## config.mk

```make
export PLATFORM = sky130hd
export DESIGN_NAME = tvce_ctrl
export DESIGN_NICKNAME = d
export VERILOG_FILES = /design/src/rtl/tvce_pkg.sv /design/src/rtl/tvce_ctrl.sv
export SDC_FILE = /design/constraint.sdc
export NUM_CORES = 1
export LEC_CHECK = 0
export ABC_AREA = 1
export BUFFER_PORTS_ARGS = -buffer_cell sky130_fd_sc_hd__buf_4
export CAP_MARGIN = 40
export CORE_UTILIZATION = 45
export DETAILED_ROUTE_END_ITERATION = 8
export GPL_ROUTABILITY_DRIVEN = 0
export HOLD_SLACK_MARGIN = 0.06
export PLACE_DENSITY = 0.78
export SYNTH_ARGS = -nofsm -noshare
export SYNTH_HDL_FRONTEND = slang
export SYNTH_SLANG_ARGS = --single-unit
```

## constraint.sdc

```tcl
create_clock -name clk_i -period 1.7 [get_ports clk_i]
set_input_delay 0.085 -clock clk_i [delete_from_list [all_inputs] [get_ports clk_i]]
set_output_delay 0.085 -clock clk_i [all_outputs]
set_load 0.02 [all_outputs]
```

## src/rtl/tvce_pkg.sv

```systemverilog
// Shared types, constants and tables of the turtle vector command engine.
`timescale 1ns / 1ps
package tvce_pkg;

  localparam int unsigned StackDepthDefault = 64;
  localparam int unsigned CordicSteps = 20;

  localparam logic [24:0] FullTurn    = 25'd23592960;
  localparam logic [24:0] QuarterTurn = 25'd5898240;
  localparam logic [31:0] CordicStart = 32'd652032874;

  localparam logic [7:0] SymFwdLine = 8'h46;  // F
  localparam logic [7:0] SymFwdMove = 8'h66;  // f
  localparam logic [7:0] SymBckLine = 8'h42;  // B
  localparam logic [7:0] SymBckMove = 8'h62;  // b
  localparam logic [7:0] SymTurnR   = 8'h2B;  // +
  localparam logic [7:0] SymTurnL   = 8'h2D;  // -
  localparam logic [7:0] SymPush    = 8'h5B;  // [
  localparam logic [7:0] SymPop     = 8'h5D;  // ]
  localparam logic [7:0] SymMul     = 8'h4D;  // M
  localparam logic [7:0] SymDiv     = 8'h44;  // D

  localparam logic [2:0] RegAngleStep   = 3'd0;
  localparam logic [2:0] RegScaleFactor = 3'd1;
  localparam logic [2:0] RegInitialStep = 3'd2;
  localparam logic [2:0] RegStartHead   = 3'd3;
  localparam logic [2:0] RegStartX      = 3'd4;
  localparam logic [2:0] RegStartY      = 3'd5;

  localparam logic [1:0] KindMove      = 2'd0;
  localparam logic [1:0] KindLine      = 2'd1;
  localparam logic [1:0] KindOverflow  = 2'd2;
  localparam logic [1:0] KindUnderflow = 2'd3;

  typedef enum logic [3:0] {
    ST_IDLE, ST_DECODE, ST_CORDIC, ST_MULX, ST_MULY, ST_APPLY,
    ST_MUL, ST_DIV, ST_POPRD, ST_POPWR, ST_OUT
  } tvce_state_e;

  // Controller to datapath commands
  typedef struct packed {
    logic       load_item;
    logic       restart;
    logic       turn_r;
    logic       turn_l;
    logic       cordic_init;
    logic       cordic_step;
    logic       mul_x;
    logic       mul_y;
    logic       apply_move;
    logic       back;
    logic       mul_step;
    logic       div_init;
    logic       div_step;
    logic       div_done;
    logic       push;
    logic       pop_rd;
    logic       pop_wr;
    logic       emit;
    logic [1:0] kind;
  } tvce_cmd_t;

  typedef struct packed {
    logic [7:0] symbol;
    logic       restart;
    logic       stack_full;
    logic       stack_empty;
    logic       iter_last;
  } tvce_status_t;

  function automatic logic [28:0] atan_deg(input logic [4:0] i);
    logic [28:0] r;
    unique case (i)
      5'd0: r = 29'd188743680; 5'd1: r = 29'd111421900; 5'd2: r = 29'd58872272;
      5'd3: r = 29'd29884485;  5'd4: r = 29'd15000234;  5'd5: r = 29'd7507429;
      5'd6: r = 29'd3754631;   5'd7: r = 29'd1877430;   5'd8: r = 29'd938729;
      5'd9: r = 29'd469367;    5'd10: r = 29'd234683;   5'd11: r = 29'd117342;
      5'd12: r = 29'd58671;    5'd13: r = 29'd29335;    5'd14: r = 29'd14668;
      5'd15: r = 29'd7334;     5'd16: r = 29'd3667;     5'd17: r = 29'd1833;
      5'd18: r = 29'd917;      5'd19: r = 29'd458;
      default: r = 29'd0;
    endcase
    return r;
  endfunction

  function automatic logic [24:0] reduce_angle(input logic [24:0] a);
    return (a >= FullTurn) ? a - FullTurn : a;
  endfunction

endpackage

```

## src/rtl/tvce_ctrl.sv

```systemverilog
// Controller state machine sequencing each item through the datapath.
`timescale 1ns / 1ps
module tvce_ctrl
  import tvce_pkg::*;
(
  input  logic         clk_i,
  input  logic         rst_ni,
  input  logic         in_valid_i,
  output logic         in_stall_o,
  output logic         out_valid_o,
  input  logic         out_stall_i,
  input  tvce_status_t status_i,
  output tvce_cmd_t    cmd_o
);

  tvce_state_e state_q, state_d;
  logic [1:0]  kind_q, kind_d;
  logic        back_q, back_d;

  always_ff @(posedge clk_i or negedge rst_ni) begin
    if (!rst_ni) begin
      state_q <= ST_IDLE;
      kind_q  <= KindMove;
      back_q  <= 1'b0;
    end else begin
      state_q <= state_d;
      kind_q  <= kind_d;
      back_q  <= back_d;
    end
  end

  assign in_stall_o  = (state_q != ST_IDLE);
  assign out_valid_o = (state_q == ST_OUT);

  // Next state and commands
  always_comb begin
    state_d = state_q;
    kind_d  = kind_q;
    back_d  = back_q;
    cmd_o   = '0;
    cmd_o.back = back_q;
    cmd_o.kind = kind_q;
    unique case (state_q)
      ST_IDLE: begin
        if (in_valid_i) begin
          cmd_o.load_item = 1'b1;
          state_d = ST_DECODE;
        end
      end
      ST_DECODE: begin
        cmd_o.restart = status_i.restart;
        state_d = ST_IDLE;
        unique case (status_i.symbol)
          SymFwdLine, SymFwdMove, SymBckLine, SymBckMove: begin
            kind_d = (status_i.symbol == SymFwdLine || status_i.symbol == SymBckLine)
                     ? KindLine : KindMove;
            back_d = (status_i.symbol == SymBckLine || status_i.symbol == SymBckMove);
            state_d = ST_CORDIC;
          end
          SymTurnR: cmd_o.turn_r = 1'b1;
          SymTurnL: cmd_o.turn_l = 1'b1;
          SymMul: state_d = ST_MUL;
          SymDiv: state_d = ST_DIV;
          SymPush: begin
            if (status_i.stack_full && !status_i.restart) begin
              kind_d = KindOverflow;
              state_d = ST_OUT;
            end else begin
              cmd_o.push = 1'b1;
            end
          end
          SymPop: begin
            if (status_i.stack_empty || status_i.restart) begin
              kind_d = KindUnderflow;
              state_d = ST_OUT;
            end else begin
              state_d = ST_POPRD;
            end
          end
          default: ;
        endcase
        cmd_o.cordic_init = (state_d == ST_CORDIC);
        cmd_o.div_init    = (state_d == ST_DIV);
      end
      ST_CORDIC: begin
        cmd_o.cordic_step = 1'b1;
        if (status_i.iter_last) state_d = ST_MULX;
      end
      ST_MULX: begin
        cmd_o.mul_x = 1'b1;
        state_d = ST_MULY;
      end
      ST_MULY: begin
        cmd_o.mul_y = 1'b1;
        state_d = ST_APPLY;
      end
      ST_APPLY: begin
        cmd_o.apply_move = 1'b1;
        state_d = ST_OUT;
      end
      ST_MUL: begin
        cmd_o.mul_step = 1'b1;
        state_d = ST_IDLE;
      end
      ST_DIV: begin
        cmd_o.div_step = 1'b1;
        if (status_i.iter_last) begin
          cmd_o.div_done = 1'b1;
          state_d = ST_IDLE;
        end
      end
      ST_POPRD: begin
        cmd_o.pop_rd = 1'b1;
        state_d = ST_POPWR;
      end
      ST_POPWR: begin
        cmd_o.pop_wr = 1'b1;
        kind_d = KindMove;
        state_d = ST_OUT;
      end
      ST_OUT: begin
        cmd_o.emit = 1'b1;
        if (!out_stall_i) state_d = ST_IDLE;
      end
      default: state_d = ST_IDLE;
    endcase
  end

`ifndef NO_ASSERTIONS
  a_no_accept_busy: assert property (@(posedge clk_i) disable iff (!rst_ni)
    (state_q != ST_IDLE) |-> in_stall_o) else $error("accept while busy");
  a_out_hold: assert property (@(posedge clk_i) disable iff (!rst_ni)
    (out_valid_o && out_stall_i) |=> out_valid_o) else $error("result dropped");
  a_cordic_to_mul: assert property (@(posedge clk_i) disable iff (!rst_ni)
    (state_q == ST_CORDIC && status_i.iter_last) |=> (state_q == ST_MULX))
    else $error("cordic exit");
`endif

endmodule

```

==> results of run 1 <==
==> cell usage in the layout, fill, tap and decap left out <==
master / synthesis / layout
nand2_1: 39 / 39
buf_4: 2 / 38
nor2_1: 32 / 31
inv_1: 25 / 25
nand2_2: 7 / 7
nor2_2: 6 / 7
dfrtp_1: 7 / 7
nand3_1: 5 / 5
a21oi_1: 4 / 4
nor3_1: 3 / 3
clkbuf_4: 0 / 3
inv_2: 2 / 2
nor3_2: 2 / 2
nand4_1: 2 / 2
o21ai_0: 2 / 2
o21ai_1: 2 / 2
nor4_1: 1 / 1
nor2_4: 1 / 1
nand3b_1: 1 / 1
nand3_2: 1 / 1
o211ai_1: 1 / 1
clkbuf_1: 0 / 1
dlygate4sd3_1: 0 / 1
dlymetal6s4s_1: 0 / 1
==> flip-flops by register name, indices dropped and copies added (netlist names) <==
register,cells
back_q,1
state_q,4
kind_q,2
==> layout make-up <==
type	count	area share
tap	16	0.01762
sequential	7	0.1542
timing repair buffer	40	0.2709
clock buffer	4	0.02313
inverter	27	0.08921
multi-input combinational	109	0.4449
==> per-layer routing <==
layer | wire length [um] | global-route usage | vias to the layer above
met5 | 0 | 0 | -
met4 | 10 | 0.02424 | 0
met3 | 187 | 0.08163 | 2
met2 | 1152 | 0.4824 | 51
met1 | 1041 | 0.3206 | 451
li1 | - | - | 519
==> cell families (layout without fill, tap and decap cells) <==
| kind of cell | count (synthesis) | count (layout) |
|---|---|---|
| AND/OR/NAND/NOR | 100 | 100 |
| buffers and inverters | 29 | 71 |
| AO/OA/AOI/OAI | 9 | 9 |
| flip-flops | 7 | 7 |
==> power groups by stage <==
stage	logic (mW)	clock network [mW]	registers [mW]
CTS	0.800	0.158	0.255
floorplan	0.557	0	0.252
finish	0.804	0.154	0.256
global route	0.875	0.171	0.259
detailed placement	0.790	0	0.257
global placement	0.780	0	0.253
==> worst paths after layout <==
check,cells past startpoint,endpoint,slack (ns)
worst max-delay path,6,cmd_o[16],0.08
worst min-delay path,3,state_q[3]$_DFFE_PN0P_,0.10
worst max register to register,9,state_q[0]$_DFFE_PN0P_,0.28
worst min register to register,2,kind_q[0]$_DFFE_PN0P_,0.47
max in group asynchronous,2,kind_q[1]$_DFFE_PN0P_,1.39
min in group asynchronous,2,state_q[3]$_DFFE_PN0P_,0.18
==> timing repair <==
action / 4_1_cts / 5_1_grt
endpoints found under the hold margin: 8 / 0
gates resized for setup: 0 / 2
hold buffers: 2 / 0
endpoints found under the setup margin: 0 / 3
setup buffers: 0 / 2
==> worst register-to-register path, stage by stage, from the launching register on <==
cell and delay, ns:
dfrtp_1 0.40, inv_2 0.09, nor2_1 0.11, inv_2 0.06, nor2_1 0.19, nand2_1 0.09
o21ai_0 0.11, nor2_1 0.10, o21ai_1 0.09, nand2_1 0.06
==> impl_metrics.toml, run 1 <==
[status]
status = "complete, but fails checks"
violations = "DRC"

[drt]
avgRoutedWirePerCell_um = 11.78
drt-initial-drc-count = 42
vias = 1023
via_per_inst = 5.039
drc = 3
dr.pass1.iters = 6
ant_nets = 0
drt-total-wl_um = 2391

[synth]
synth_compound_gate_area_share = 0.05984
synthArstFlopShare = 1.000
synth_area_leaders = "dfrtp_1 (22%), nand2_1 (18%), nor2_1 (15%)"
yosysMostFrequentCell = "nand2_1"
syn_area_um2 = 794.5
synth_cells = 145
ys.flop_type = "dfrtp_1"
synth_mux_area_frac = 0
ys_top_cells_by_count = "nand2_1 (39), nor2_1 (32), inv_1 (25), dfrtp_1 (7), nand2_2 (7)"
synth-simple-area-share = 0.5732
synth_seq_area_share = 0.2205
syn_area_per_cell_um2 = 5.479
synth_seq_cells = 7
synth_top_area_cell = "dfrtp_1"
synth_cell_types = 20
synth-xor-area-share = 0
synth_warnings = 0
synth-adder-area-share = 0
synth_edf_count = 0
synth_top_family_by_area = "simple AND/OR/NAND/NOR gates"
synth_top_area_frac = 0.2205
synth_nets = 161

[worst_setup_path]
cp.arrival_ns = 1.54
crit_type = "register to output pin"
path_cells = "inv_2 -> nand2_2 -> nor2_4 -> nand4_1 -> nor3_1 -> buf_4"
slowest_stage = "dfrtp_1"
rr_startpoint = "state_q[1]$_DFFE_PN0P_"
endpoint_kind = "output pin"
cp-start-kind = "register"
crit_start = "state_q[1]$_DFFE_PN0P_"
worst-path-buf-inv = 2
cp_max_fo = 7
critPathTopFamily = "simple AND/OR/NAND/NOR gates"
crit_required_ns = 1.62
slowest_delay_ns = 0.41

[placement]
hpwl_um = 1946
placed_cells = 196
placed_area_um2 = 1077
port_buffers = 37
place_ws_ns = 0.3371

[final_layout]
nFillCells = 149
final_cells = 203
n_antenna_cell = 0
fin_nets = 204
final_util = 0.7206
drive_gt1_frac = 0.3262
finalInstanceArea_um2 = 1136
multi_input_area_um2 = 505.5
area_growth_pct = 42.99
layout.area.seq_um2 = 175.2

[sta]
setup_violations = 0
finalCriticalPeriod_ns = 1.621
whs_ns = 0.1028
maxSlewViolCount = 0
max_freq_mhz = 616.9
slew_headroom = 0.7596
hold_violations = 0
fin_crit_sh = 0.9536
skew_ns = 0.003730
rsz0062_at_grt = "no"
tns_ns = 0
worst_pin_slew_ns = 0.3579
fin_ws_ns = 0.07891

[pwr]
cellLeakagePower_nw = 0.6795
p_per_area_nw_per_um2 = 1069
p_clk_frac = 0.127
ir_drop_mv = 0.8164
p_sw_frac = 0.5156
intPower_uw = 588.1
p_total_mw = 1.214
p_comb_frac = 0.662
netSwitchingPower_uw = 626.1
seq_power_share = 0.211

[clocking]
clk_pin_slew_worst_paths_ns = 0.05
cts_buffer_depth = 2
root_buffer = "clkbuf_4"
ctsHtreeMaxLevel = 1
cts-buffers-inserted = 3
cts_tree = "done"
cts.sinks = 7
insertion_delay_ns = 0.25

[run]
maxCapViolCount = 0

[die]
rows = 14
ios = 38
coreArea_um2 = 1577
die-area_um2 = 1938
die_h_um = 44.02
start_util = 0.5040
chipWidth_um = 44.02

[grt]
track_usage = 0.2666
grt_max_degree = 8
grt_antenna_before_repair = 0
grt_first_pass_wirelength_um = 3870
overflow = 0
grt_pass1_vias = 954

[min_path]
hold_start = "out_stall_i"
hold_path_class = "input port to register"
Note: power is estimated with default switching activity, not from simulation.
==> run 2: changes to the inputs <==
--- a/config.mk
+++ b/config.mk
@@ -7,8 +7,9 @@
 export LEC_CHECK = 0
 export ABC_AREA = 1
 export BUFFER_PORTS_ARGS = -buffer_cell sky130_fd_sc_hd__buf_4
-export CAP_MARGIN = 40
+export CAP_MARGIN = 20
 export CORE_UTILIZATION = 45
+export CTS_BUF_LIST = sky130_fd_sc_hd__clkbuf_16
 export DETAILED_ROUTE_END_ITERATION = 8
 export GPL_ROUTABILITY_DRIVEN = 0
 export HOLD_SLACK_MARGIN = 0.06
==> impl_metrics.toml, run 2 (synthesis results as in run 1) <==
[status]
status = "complete, but fails checks"
violations = "DRC"

[drt]
drc = 3
dr.pass1.iters = 6
drt-initial-drc-count = 42
vias = 1050
drt-total-wl_um = 2381
via_per_inst = 5.224
avgRoutedWirePerCell_um = 11.85
ant_nets = 0

[worst_setup_path]
crit_required_ns = 1.62
worst-path-buf-inv = 2
endpoint_kind = "output pin"
cp_max_fo = 7
slowest_stage = "dfrtp_1"
cp-start-kind = "register"
path_cells = "inv_2 -> nand2_2 -> nor2_4 -> nand4_1 -> nor3_1 -> buf_4"
crit_type = "register to output pin"
slowest_delay_ns = 0.40
cp.arrival_ns = 1.52
critPathTopFamily = "simple AND/OR/NAND/NOR gates"

[grt]
grt_first_pass_wirelength_um = 3912
grt_antenna_before_repair = 0
overflow = 0
grt_pass1_vias = 964
track_usage = 0.2720
grt_max_degree = 8

[final_layout]
largest_register_ffs = 4
fin_nets = 202
n_antenna_cell = 0
final_util = 0.7397
drive_gt1_frac = 0.3189
regMostFlops = "state_q"
area_growth_pct = 46.77
final_cell_mix = "nand2_1 (39), buf_4 (37), nor2_1 (32)"
top_regs = "state_q (4), kind_q (2), back_q (1)"
mostFrequentLayoutCell = "nand2_1"
finalInstanceArea_um2 = 1166

[die]
rows = 14
chipWidth_um = 44.02
ios = 38
die_h_um = 44.02
start_util = 0.5040
coreArea_um2 = 1577
die-area_um2 = 1938

[placement]
port_buffers = 37
hpwl_um = 1946
placed_area_um2 = 1077

[sta]
rsz0062_at_grt = "no"
slew_headroom = 0.7705
tns_ns = 0
hold_violations = 0
fin_crit_sh = 0.9459
maxSlewViolCount = 0
setup_violations = 0
max_freq_mhz = 621.9
worst_pin_slew_ns = 0.3416
finalCriticalPeriod_ns = 1.608
skew_ns = 0.003053

[clocking]
ctsHtreeMaxLevel = 1
insertion_delay_ns = 0.23
post_cts_buffers = 0
cts_tree = "done"
cts_buffer_depth = 2
root_buffer = "clkbuf_16"
cts-buffers-inserted = 3
clk_pin_slew_worst_paths_ns = 0.04
cts.sinks = 7

[pwr]
cellLeakagePower_nw = 0.6900
p_per_area_nw_per_um2 = 1248
ir_drop_mv = 0.8148

[run]
maxCapViolCount = 0

[min_path]
hold_path_class = "input port to register"
[run 2: cell type report]
type	instances	area (um^2)
Multi-Input combinational cell	109	503.0
Fill cell	141	410.4
Timing Repair Buffer	38	287.8
Sequential cell	7	175.2
Inverter	27	101.3
Clock buffer	3	75.07
Tap cell	16	20.02
Clock inverter	1	3.754
[run 2: stage by stage]
step	power [mW]	std cells	worst slack, ns	hold slack (ns)
final	1.456	201	0.09194	0.08488
after global placement	1.033	196	0.3899	-0.1004
after detailed placement	1.047	196	0.3371	-0.09458
after floorplan	0.8086	145	0.2361	-0.2106
after global routing	1.551	201	0.01890	0.09947
after CTS	1.457	201	0.1046	0.08636
[run 2: what timing repair did]
action	4_1_cts	5_1_grt
setup endpoints to repair	0	0
resized for setup	0	0
hold endpoints to repair	7	0
hold buffers	1	0
[run 2: worst paths after layout]
path                                   startpoint                endpoint  slack, ns  cells past startpoint
setup reg to reg           state_q[1]$_DFFE_PN0P_  state_q[0]$_DFFE_PN0P_       0.29                      9
min in group asynchronous                  rst_ni  state_q[3]$_DFFE_PN0P_       0.21                      2
setup / recovery           state_q[1]$_DFFE_PN0P_               cmd_o[16]       0.09                      6
hold / removal                        status_i[6]      back_q$_DFFE_PN0P_       0.08                      2
max in group asynchronous                  rst_ni   kind_q[1]$_DFFE_PN0P_       1.37                      2
hold reg to reg             kind_q[0]$_DFFE_PN0P_   kind_q[0]$_DFFE_PN0P_       0.47                      2
[run 2: power breakdown]
part	leakage [nW]	total (mW)	switching, mW	internal [mW]
Clock	0.0423	0.397	0.0914	0.306
Combinational	0.554	0.802	0.518	0.284
Sequential	0.0938	0.256	0.0405	0.216
Total	0.690	1.46	0.649	0.806
[run 2: metal layers]
metal  track usage  share of wire  up-vias
li1              -              -      518
met1        0.3139           0.41      466
met2        0.4824           0.49       64
met3       0.08571          0.086        2
met4       0.07273         0.0080        0
met5             0              0        -
